--- src/hw/rtl/twb_pkg.sv ---
// twb_pkg: shared types and constants for the tiled watermark blend block
// no dependencies; used by tiled_watermark_blend and twb_blend under hw/rtl
`timescale 1ns / 1ps

package twb_pkg;

    localparam int DEF_TILE_SIDE       = 64;
    localparam int DEF_MAX_IMAGE_WIDTH = 4096;

    localparam int CFG_INDEX_W = 3;
    localparam int CFG_DATA_W  = 13;

    localparam logic [CFG_INDEX_W-1:0] CFG_IMAGE_WIDTH   = 3'd0;
    localparam logic [CFG_INDEX_W-1:0] CFG_TILE_WIDTH    = 3'd1;
    localparam logic [CFG_INDEX_W-1:0] CFG_TILE_HEIGHT   = 3'd2;
    localparam logic [CFG_INDEX_W-1:0] CFG_KEY_THRESHOLD = 3'd3;
    localparam logic [CFG_INDEX_W-1:0] CFG_BLEND_MODE    = 3'd4;

    localparam logic [12:0] RST_IMAGE_WIDTH   = 13'd640;
    localparam logic [6:0]  RST_TILE_WIDTH    = 7'd64;
    localparam logic [6:0]  RST_TILE_HEIGHT   = 7'd64;
    localparam logic [7:0]  RST_KEY_THRESHOLD = 8'h33;
    localparam logic        RST_BLEND_MODE    = 1'b0;

    localparam logic        MODE_APPLY  = 1'b0;
    localparam logic        MODE_REMOVE = 1'b1;

    localparam logic        ACTION_LOAD  = 1'b0;
    localparam logic        ACTION_IMAGE = 1'b1;

    localparam logic [9:0]  CHANNEL_MAX = 10'd255;

    typedef struct packed {
        logic [7:0] blue;
        logic [7:0] green;
        logic [7:0] red;
    } pixel_t;

    typedef struct packed {
        logic [7:0] key_threshold;
        logic       blend_mode;
    } blend_cfg_t;

endpackage

--- src/hw/rtl/twb_blend.sv ---
// twb_blend: keyed watermark test and per-channel average or removal
// depends on twb_pkg
`timescale 1ns / 1ps

module twb_blend (
    input  twb_pkg::blend_cfg_t cfg,
    input  twb_pkg::pixel_t     img,
    input  twb_pkg::pixel_t     wm,
    output twb_pkg::pixel_t     res,
    output logic                marked
);

    function automatic logic [7:0] blend_channel(input logic [7:0] a, input logic [7:0] w,
                                                 input logic mode);
        logic [8:0] sum;
        logic [9:0] diff;
        logic [7:0] r;
        sum  = {1'b0, a} + {1'b0, w};
        diff = {1'b0, a, 1'b0} - {2'b00, w};
        if (mode == twb_pkg::MODE_APPLY)
        begin
            r = sum[8:1];
        end
        else if (diff[9])
        begin
            r = 8'd0;
        end
        else if (diff > twb_pkg::CHANNEL_MAX)
        begin
            r = twb_pkg::CHANNEL_MAX[7:0];
        end
        else
        begin
            r = diff[7:0];
        end
        return r;
    endfunction

    logic key_hit;

    assign key_hit = (wm.red < cfg.key_threshold) || (wm.green < cfg.key_threshold)
                  || (wm.blue < cfg.key_threshold);

    always_comb
    begin
        if (key_hit)
        begin
            res.red   = blend_channel(img.red, wm.red, cfg.blend_mode);
            res.green = blend_channel(img.green, wm.green, cfg.blend_mode);
            res.blue  = blend_channel(img.blue, wm.blue, cfg.blend_mode);
        end
        else
        begin
            res = img;
        end
        marked = key_hit;
    end

endmodule
--- config.mk ---
export PLATFORM = sky130hd
export DESIGN_NAME = twb_blend
export DESIGN_NICKNAME = d
export VERILOG_FILES = /design/src/hw/rtl/twb_pkg.sv /design/src/hw/rtl/twb_blend.sv
export SDC_FILE = /design/constraint.sdc
export NUM_CORES = 1
export LEC_CHECK = 0
export ABC_AREA = 1
export BUFFER_PORTS_ARGS = -buffer_cell sky130_fd_sc_hd__buf_2
export CAP_MARGIN = 0
export CORE_AREA = 2 2 92 94
export DETAILED_ROUTE_END_ITERATION = 10
export DIE_AREA = 0 0 94 96
export GPL_TIMING_DRIVEN = 0
export PLACE_DENSITY_LB_ADDON = 0.2
export RECOVER_POWER = 100
export SLEW_MARGIN = 25
export SYNTH_ARGS = -nofsm -noshare
export SYNTH_HDL_FRONTEND = slang
export SYNTH_SLANG_ARGS = --single-unit
--- constraint.sdc ---
create_clock -name vclk -period 2.7
set_clock_uncertainty 0.2 [all_clocks]
set_input_delay 0.54 -clock vclk [all_inputs]
set_output_delay 0.54 -clock vclk [all_outputs]
set_load 0.03 [all_outputs]
==> results of run 1 <==
-- path summary, 6_finish.rpt --
| check | from | endpoint | slack, ps | depth (start not counted) |
|---|---|---|---|---|
| max | img[8] | res[10] | -250 | 15 |
| min | img[0] | res[0] | 1260 | 4 |
-- where the power goes --
part / total [W] / leakage (nW) / internal, W / switching (W)
Clock: 0 / 0 / 0 / 0
Sequential: 0 / 0 / 0 / 0
Combinational: 0.00159 / 2.84 / 0.000693 / 0.000901
Total: 0.00159 / 2.84 / 0.000693 / 0.000901
-- synth_stat cells --
library cell / n / share of area
o21ai_0: 26 / 0.037
nand3_2: 6 / 0.017
xnor2_1: 14 / 0.035
nor2_4: 4 / 0.013
o21ai_1: 3 / 0.0043
fa_1: 6 / 0.034
or2_2: 1 / 0.0018
a21boi_0: 1 / 0.0021
nand2_1: 242 / 0.26
ha_1: 63 / 0.22
buf_6: 2 / 0.0064
nand2_2: 8 / 0.014
buf_2: 9 / 0.013
clkinv_2: 2 / 0.0029
nand3b_1: 6 / 0.013
nor2_2: 4 / 0.0071
nand4_1: 27 / 0.048
nand3_1: 34 / 0.049
o211ai_1: 1 / 0.0021
a21o_1: 1 / 0.0021
nor2_1: 19 / 0.020
inv_2: 4 / 0.0043
a211oi_1: 2 / 0.0043
xor2_1: 9 / 0.022
nand3_4: 1 / 0.0050
inv_1: 92 / 0.098
a21oi_1: 39 / 0.056
o21a_1: 2 / 0.0043
-- cell type report --
class / count / area, um^2 / area share
well taps: 105 / 131.4 / 0.02399
repair buffers: 117 / 1076 / 0.1965
multi-input cells: 519 / 3777 / 0.6897
inverters: 98 / 415.4 / 0.07585
plain buffers: 9 / 76.32 / 0.01394
-- per-stage QoR --
step                worst slack (ps)  utilization  total power [W]
floorplan                      1.256            -        0.0008058
global placement              -491.9       0.5052         0.001082
detailed placement            -536.2       0.5052         0.001100
CTS                           -218.6       0.6340         0.001451
global route                  -323.3       0.6802         0.001718
finish                        -252.5       0.6802         0.001594
-- repair_timing --
item                       CTS  global route
buffers inserted            24            10
hold buffers                 0             0
setup endpoints to repair   25            25
gates resized for setup    197           104
pin swaps                   40            51
cloned                       3             0
-- metal layers --
layer / global-route usage / vias up
met5: 0 / -
met4: 0.06884 / 0
met3: 0.01566 / 32
met2: 0.5137 / 167
met1: 0.3144 / 2145
li1: - / 2263
-- cells by family (layout without fill, tap and decap cells) --
| group | after synthesis | in the layout | synth area share |
|---|---|---|---|
| simple gates | 352 | 352 | 0.4469 |
| compound gates | 75 | 75 | 0.1120 |
| xor+xnor | 23 | 23 | 0.05742 |
| buf+inv | 109 | 224 | 0.1248 |
| fa+ha+maj | 69 | 69 | 0.2589 |
-- critical path: stages --
cell	delay, ps
buf_8	100
fa_2	420
nand3_2	100
nand3_4	80
nand2_2	70
nand2_1	50
nand2_1	60
nand2_2	100
nor2_4	170
nand2_1	100
nand2_1	70
nand2_1	60
nand2_1	70
nand2_1	70
buf_6	140
==> summary.txt, run 1 <==
Detailed routing
  • WL met2: around 6600 um
  • First-pass iteration count of the detailed router: 4
  • DRT Wirelength: about 13000 um
  • Via density: approximately 5.4
  • Met3 wire length: between 500 and 600 um
  • M1 WL: 5212 um
  • Drt wl/cell: ~15 um
  • DRC Markers: 0
  • Initial DRC Count: about 210
  • Max layer used: met4
  • Via count: between 4000 and 5000
  • Final ANT Viol Nets: 0

Floorplanning
  • Top-Level Pins: between 80 and 90
  • Num rows: 33
  • Die Area: approximately 0.0090 mm^2
  • Initial Utilization: 0.4357
  • Core Area: 0.008051 mm^2
  • Die Wd: 94 um
  • Chip height: around 96 um

Setup path
  • CP arrival: roughly 2200 ps
  • CP Class: in -> out
  • CP startpoint kind: input port
  • CP required: about 2000 ps
  • Critical path endpoint category: primary output
  • Crit Path Max Fanout: 6

Logic synthesis
  • Synthesized cell area: 0.003508 mm^2
  • Sequential area share after synthesis: 0
  • Post-Synthesis Cells: 628
  • Synth warn: 0
  • Distinct cells, synth: 28
  • Syn avg cell area: ~5.6 um^2
  • Post-Syn Nets: 754

Place
  • HPWL Detailed: ~9100 um
  • GPL Wtd Cong: just under 0.9
  • Area post-placement: about 0.004 mm^2
  • Placed cells: 814
  • Port buffer count: 81

Timing
  • Final setup TNS: -4548 ps
  • Slew Limit Fails: 0
  • Slew @ Worst Pin: roughly 320 ps
  • Hold Slack: ~1300 ps
  • Final worst slack: -252.5 ps
  • Final worst-path cycle share: 1.094
  • RSZ-0062 raised after global routing: true
  • Final hold vios: 0
  • Tmin final: about 3000 ps
  • Setup violations, final: 24
  • Slew margin rel.: 0.7874
  • Fmax: roughly 340 MHz

Hold path
  • Worst Hold Class: in -> out

Cells and area
  • Most frequent cells in the layout: 175 x nand2_1, 67 x inv_1, 63 x nand2_2, 41 x buf_2, 35 x buf_6
  • Final Cell Area: 0.005477 mm^2
  • Fin cells: between 800 and 900
  • FILL cells: around 690
  • Reg area: 0 um^2
  • Final #Nets: 871
  • Diode count: 0
  • Layout area overhead: 56.10%
  • Sequential cells: 0
  • Clk_buf instances: 0
  • Most common cell after layout, fill and taps aside: nand2_1
  • Share of cells above drive strength 1: 0.4118

Global route
  • Via count of the first global-routing pass: 4360
  • Total GRT Usage: 0.2646
  • Antenna violations before repair: 0
  • GRT overflow: 0
  • Largest net degree at the start of global routing: 11
  • First-pass GRT wire length: 19530 um

Flow run
  • Max Cap Violations: 0

Status
  • Violated checks: setup timing
  • Status: complete, but fails checks

Pwr
  • PwrDens: 291.0 mW/mm^2
  • Static leakage: between 2 and 3 nW
  • Max VDD drop: 0.0002157 V
Power figures use the tool's default switching activity.
==> run 2: changes to the inputs <==
--- a/config.mk
+++ b/config.mk
@@ -14,6 +14,7 @@
 export GPL_TIMING_DRIVEN = 0
 export PLACE_DENSITY_LB_ADDON = 0.2
 export RECOVER_POWER = 100
+export SETUP_SLACK_MARGIN = 0.5
 export SLEW_MARGIN = 25
 export SYNTH_ARGS = -nofsm -noshare
 export SYNTH_HDL_FRONTEND = slang
==> run 2 against run 1 <==
Against the previous run: the flow still finishes with violations (setup timing); non-clock buffer count grew 18; first-iteration DRC count grew 6.1%; critical path depth shrank 1; utilization grew 3.9 points; combinational power grew 7%; worst hold slack gained 35 ps; power grew 6.5%; cell count grew 2.1%; sequential share of layout area is the same; design area grew 5.7%; sequential cell count is the same; global-route usage grew 0.49 points; critical path type unchanged; critical endpoint is now res[13].
==> summary.txt, run 2 (synthesis gave the netlist of run 1 again) <==
Status
  • Status: complete, but fails checks (unchanged)
  • Violated checks: setup timing (unchanged)

Timing
  • Final hold vios: 0 (unchanged)
  • Setup violations, final: 25 (was 24)
  • Fmax: 347.6 MHz (was 338.7 MHz)
  • Final worst slack: -176.8 ps (was -252.5 ps)
  • Hold Slack: 1297 ps (was 1262 ps)
  • Slew margin rel.: 0.7896 (was 0.7874)
  • Slew Limit Fails: 0 (unchanged)
  • RSZ-0062 raised after global routing: true (unchanged)
  • Slew @ Worst Pin: 315.6 ps (was 316.8 ps)
  • Tmin final: 2877 ps (was 2953 ps)
  • Final worst-path cycle share: 1.065 (was 1.094)

Setup path
  • Critical-path top delay cell: fa_1 (was fa_2)
  • Critical path endpoint category: primary output (unchanged)
  • CP Class: in -> out (unchanged)
  • CP arrival: 2140 ps (was 2210 ps)
  • Family with the most delay on the worst path: simple AND/OR/NAND/NOR gates (unchanged)
  • CP peak stage delay: 420 ps (about the same)
  • CP required: 1960 ps (about the same)
  • Crit Path Max Fanout: 4 (was 6)
  • CP most frequent cell: nand2_2 (was nand2_1)
  • CP Cell Sequence: buf_8 -> buf_4 -> nand2_1 -> fa_1 -> inv_1 -> nand3_1 -> nand2_2 -> a21oi_1 -> xor2_1 -> nand2_1 -> nand2_2 -> nand2_2 -> nand2_4 -> buf_6 (was buf_8 -> fa_2 -> nand3_2 -> nand3_4 -> nand2_2 -> nand2_1 -> nand2_1 -> nand2_2 -> nor2_4 -> nand2_1 -> nand2_1 -> nand2_1 -> nand2_1 -> nand2_1 -> buf_6)
  • CP startpoint kind: input port (unchanged)
  • Bufs and invs on worst path: 4 (was 2)

Floorplanning
  • Die Area: 0.009024 mm^2 (unchanged)
  • Num rows: 33 (unchanged)
  • Chip height: 96 um (unchanged)
  • Die Wd: 94 um (unchanged)
  • Core Area: 0.008051 mm^2 (unchanged)
  • Initial Utilization: 0.4357 (unchanged)
  • Top-Level Pins: 82 (unchanged)

Pwr
  • Max VDD drop: 0.0001909 V (was 0.0002157 V)
  • PwrDens: 293.1 mW/mm^2 (was 291.0 mW/mm^2)
  • Total chip power: 0.001697 W (was 0.001594 W)
  • Static leakage: 2.955 nW (was 2.838 nW)

Cells and area
  • Area of the multi-input gates: 0.003964 mm^2 (was 0.003777 mm^2)
  • Sequential cells: 0 (unchanged)
  • Most frequent cells in the layout: 154 x nand2_1, 64 x inv_1, 62 x buf_4, 59 x nand2_2, 37 x nand2_4 (was 175 x nand2_1, 67 x inv_1, 63 x nand2_2, 41 x buf_2, 35 x buf_6)
  • Diode count: 0 (unchanged)
  • FILL cells: 683 (was 689)
  • Share of cells above drive strength 1: 0.4639 (was 0.4118)
  • Most common cell after layout, fill and taps aside: nand2_1 (unchanged)
  • Clk_buf instances: 0 (unchanged)
  • Reg area: 0 um^2 (unchanged)
  • Final Cell Area: 0.005791 mm^2 (was 0.005477 mm^2)
  • Final #Nets: 889 (was 871)
  • Layout area overhead: 65.05% (was 56.10%)

Global route
  • Antenna violations before repair: 0 (unchanged)
  • Via count of the first global-routing pass: 4319 (was 4360)
  • Total GRT Usage: 0.2695 (was 0.2646)
  • GRT overflow: 0 (unchanged)
  • First-pass GRT wire length: 19770 um (was 19530 um)
  • Largest net degree at the start of global routing: 11 (unchanged)

Hold path
  • Worst Hold Class: in -> out (unchanged)

Detailed routing
  • Initial DRC Count: 225 (was 212)
  • First-pass iteration count of the detailed router: 5 (was 4)
  • DRC Markers: 0 (unchanged)
  • Final ANT Viol Nets: 0 (unchanged)
  • Drt wl/cell: 14.98 um (was 15.08 um)
  • Via density: 5.312 (was 5.433)
  • DRT Wirelength: 12970 um (was 12780 um)
  • Via count: 4600 (was 4607)

Place
  • Area post-placement: 0.004504 mm^2 (was 0.004068 mm^2)
  • GPL Wtd Cong: 0.9006 (was 0.8944)
  • HPWL Detailed: 9404 um (was 9061 um)
  • Port buffer count: 81 (unchanged)

Flow run
  • Max Cap Violations: 0 (unchanged)

Clock network
  • Cts hold-fix bufs: 0 (unchanged)
run 2: changes by cell type in the layout (fill, tap and decap cells not counted), moves of 5 or more:
cell     delta
buf_4      +29
buf_2       -5
nand2_4    +25
nand2_1    -21
o21ai_2    +10
o21ai_1     -9
run 2: per-stage QoR:
| step | instances | TNS (ps) | worst slack (ps) | util |
|---|---|---|---|---|
| 3_3_place_gp | 814 | -7867 | -392.3 | 0.5594 |
| 4_1_cts | 845 | -3901 | -210.8 | 0.6581 |
| 3_5_place_dp | 814 | -8365 | -402.3 | 0.5594 |
| 5_1_grt | 866 | -5857 | -289.2 | 0.7192 |
| 2_1_floorplan | 628 | 0 | 116.3 | - |
| 6_report | 866 | -3392 | -176.8 | 0.7192 |
run 2: worst paths after layout:
kind	from	slack, ps	endpoint	cells after the start
max	img[8]	-180	res[13]	14
min	img[0]	1300	res[0]	4
run 2: repair_timing:
action                     in CTS  in global routing
pin swaps                      38                 57
setup endpoints to repair      25                 25
buffers inserted               30                 21
resized for setup             155                108
cloned                          1                  0
run 2: cell type report:
type / instances / area share
Buffer: 11 / 0.01858
Inverter: 98 / 0.07541
Tap cell: 105 / 0.02269
Timing Repair Buffer: 133 / 0.1988
Multi-Input combinational cell: 519 / 0.6845
run 2: per-layer routing:
| metal | global-route usage | routed length [um] | up-vias |
|---|---|---|---|
| met2 | 0.5274 | 6820 | 116 |
| met3 | 0.007048 | 406 | 12 |
| li1 | - | - | 2307 |
| met5 | 0 | 0 | - |
| met4 | 0.03623 | 123 | 0 |
| met1 | 0.3355 | 5621 | 2165 |
run 2: power by group:
group	total [W]	internal (W)	switching (W)
Sequential	0	0	0
Clock	0	0	0
Combinational	0.00170	0.000746	0.000952
Total	0.00170	0.000746	0.000952
==> run 3: changes to the inputs <==
--- a/config.mk
+++ b/config.mk
@@ -8,10 +8,9 @@
 export ABC_AREA = 1
 export BUFFER_PORTS_ARGS = -buffer_cell sky130_fd_sc_hd__buf_2
 export CAP_MARGIN = 0
-export CORE_AREA = 2 2 92 94
+export CORE_AREA = 2 2 84 102
 export DETAILED_ROUTE_END_ITERATION = 10
-export DIE_AREA = 0 0 94 96
-export GPL_TIMING_DRIVEN = 0
+export DIE_AREA = 0 0 86 104
 export PLACE_DENSITY_LB_ADDON = 0.2
 export RECOVER_POWER = 100
 export SETUP_SLACK_MARGIN = 0.5
==> run 3 against run 2 <==
Against the previous run: the flow still finishes with violations (setup timing); sequential share of layout area did not move; count of clock-buffer cells in the layout did not move; highest routed layer unchanged; utilization rose by 7.6 points; power grew 8.9%; via count up 7.4%; setup slack worse by 35 ps; worst hold slack improved by 3.2 ps; cell count grew 6.6%; fmax shrank 1.2%; critical path type unchanged; sequential cell count stayed put; largest power group unchanged; global-route usage is 2.4 points higher.
==> summary.txt, run 3 (synthesis gave the netlist of run 1 again) <==
Setup path
  • Crit Path Max Fanout: 6 (was 4)
  • CP Cell Sequence: buf_8 -> fa_2 -> nand3_2 -> nand3_2 -> nand2_2 -> nand2_1 -> nand2_1 -> nand2_2 -> nor2_4 -> nand2_1 -> nand2_1 -> nand2_2 -> nand2_4 -> nand2_4 -> buf_6 (was buf_8 -> buf_4 -> nand2_1 -> fa_1 -> inv_1 -> nand3_1 -> nand2_2 -> a21oi_1 -> xor2_1 -> nand2_1 -> nand2_2 -> nand2_2 -> nand2_4 -> buf_6)
  • CP peak stage delay: 390 ps (was 420 ps)
  • CP most frequent cell: nand2_1 (was nand2_2)
  • CP arrival: 2170 ps (was 2140 ps)
  • CP required: 1960 ps (about the same)
  • CP startpoint kind: input port (unchanged)
  • CP Class: in -> out (unchanged)
  • Critical-path top delay cell: fa_2 (was fa_1)
  • Critical path endpoint category: primary output (unchanged)

Global route
  • Total GRT Usage: 0.2933 (was 0.2695)
  • GRT overflow: 0 (unchanged)
  • Via count of the first global-routing pass: 5090 (was 4319)
  • Antenna violations before repair: 0 (unchanged)
  • First-pass GRT wire length: 22200 um (was 19770 um)
  • Largest net degree at the start of global routing: 18 (was 11)

Detailed routing
  • Initial DRC Count: 231 (was 225)
  • DRT Wirelength: 13760 um (was 12970 um)
  • First-pass iteration count of the detailed router: 6 (was 5)
  • Final ANT Viol Nets: 0 (unchanged)
  • Via count: 4939 (was 4600)
  • Via density: 5.351 (was 5.312)
  • DRC Markers: 0 (unchanged)
  • Drt wl/cell: 14.91 um (was 14.98 um)

Timing
  • RSZ-0062 raised after global routing: true (unchanged)
  • Slew @ Worst Pin: 445.7 ps (was 315.6 ps)
  • Tmin final: 2912 ps (was 2877 ps)
  • Fmax: 343.4 MHz (was 347.6 MHz)
  • Final worst-path cycle share: 1.078 (was 1.065)
  • Final worst slack: -211.8 ps (was -176.8 ps)
  • Setup violations, final: 25 (unchanged)
  • Slew Limit Fails: 0 (unchanged)
  • Final setup TNS: -4366 ps (was -3392 ps)
  • Slew margin rel.: 0.7029 (was 0.7896)
  • Final hold vios: 0 (unchanged)

Place
  • HPWL Detailed: 10080 um (was 9404 um)
  • Pre-CTS WS: -319.0 ps (was -402.3 ps)
  • GPL Wtd Cong: 0.9190 (was 0.9006)
  • Port buffer count: 82 (was 81)
  • Area post-placement: 0.005344 mm^2 (was 0.004504 mm^2)

Cells and area
  • Final #Nets: 956 (was 889)
  • Share of cells above drive strength 1: 0.4867 (was 0.4639)
  • Diode count: 0 (unchanged)
  • Reg area: 0 um^2 (unchanged)
  • Layout area overhead: 80.63% (was 65.05%)
  • Sequential cells: 0 (unchanged)
  • Most common cell after layout, fill and taps aside: nand2_1 (unchanged)
  • Final Cell Area: 0.006337 mm^2 (was 0.005791 mm^2)
  • Most frequent cells in the layout: 167 x nand2_1, 114 x buf_4, 76 x inv_1, 42 x nand2_4, 42 x buf_2 (was 154 x nand2_1, 64 x inv_1, 62 x buf_4, 59 x nand2_2, 37 x nand2_4)
  • Clk_buf instances: 0 (unchanged)

Hold path
  • Hold EP: res[18] (was res[0])
  • Hold path cells: 4 (unchanged)
  • Worst Hold Class: in -> out (unchanged)
  • Hold_sp: img[18] (was img[0])

Floorplanning
  • Core Area: 0.007973 mm^2 (was 0.008051 mm^2)
  • Num rows: 36 (was 33)
  • Top-Level Pins: 82 (unchanged)
  • Chip height: 104 um (was 96 um)
  • Initial Utilization: 0.4401 (was 0.4357)
  • Die Wd: 86 um (was 94 um)
  • Die Area: 0.008944 mm^2 (was 0.009024 mm^2)

Pwr
  • PwrDens: 291.6 mW/mm^2 (was 293.1 mW/mm^2)
  • Static leakage: 3.290 nW (was 2.955 nW)
  • Max VDD drop: 0.0002036 V (was 0.0001909 V)
  • Total chip power: 0.001848 W (was 0.001697 W)

Status
  • Violated checks: setup timing (unchanged)
  • Status: complete, but fails checks (unchanged)

Clock network
  • Cts hold-fix bufs: 0 (unchanged)

Flow run
  • Max Cap Violations: 0 (unchanged)
-- run 3: cell count changes in the layout (fill, tap and decap cells not counted), sizes merged --
cell    before  now
clkinv       0    1
buf        144  211
inv         98   97
-- run 3: repair_timing --
item / in CTS / in global routing
gates resized for setup: 165 / 47
pin swaps: 72 / 51
buffers inserted: 10 / 4
gates cloned: 2 / 0
endpoints found under the setup margin: 25 / 25
hold endpoints to repair: 0 / 0
-- run 3: per-layer routing --
layer,global-route usage,wire length [um],vias up,share of wire
li1,-,-,2448,-
met1,0.3598,5477,2319,0.40
met2,0.5554,7395,146,0.54
met3,0.01190,627,26,0.046
met4,0.05669,257,0,0.019
met5,0,0,-,0
-- run 3: worst max-delay path: cells and delay by family --
family / cells / cell delay, ps
buffers and inverters: 2 / 230
adders and majority gates: 1 / 390
and+or+nand+nor: 12 / 1000
-- run 3: report_power, final --
group | internal [W] | total (W) | switching (W)
clock | 0 | 0 | 0
sequential | 0 | 0 | 0
combinational | 0.000854 | 0.00185 | 0.000994
total | 0.000854 | 0.00185 | 0.000994
-- run 3: stage by stage --
stage	util	hold WS [ps]	instances
global route	0.7949	1309	923
floorplan	-	1078	628
global placement	0.6703	1336	907
CTS	0.7696	1296	919
detailed placement	0.6703	1339	907
finish	0.7949	1300	923
-- run 3: worst max-delay path by stage --
stage	from	endpoint	slack, ps	cells past startpoint
final	img[16]	res[18]	-210	15
after detailed placement	wm[15]	res[15]	-320	16
after CTS	img[16]	res[19]	-200	15
after global placement	img[13]	res[9]	-260	13
after floorplan	wm[9]	res[10]	120	14
after global routing	img[18]	res[18]	-300	17
-- run 3: area by class of cell --
type | count | area, um^2
Fill cell | 531 | 1635
Inverter | 98 | 399.1
Multi-Input combinational cell | 519 | 4026
Tap cell | 95 | 118.9
Timing Repair Buffer | 211 | 1793
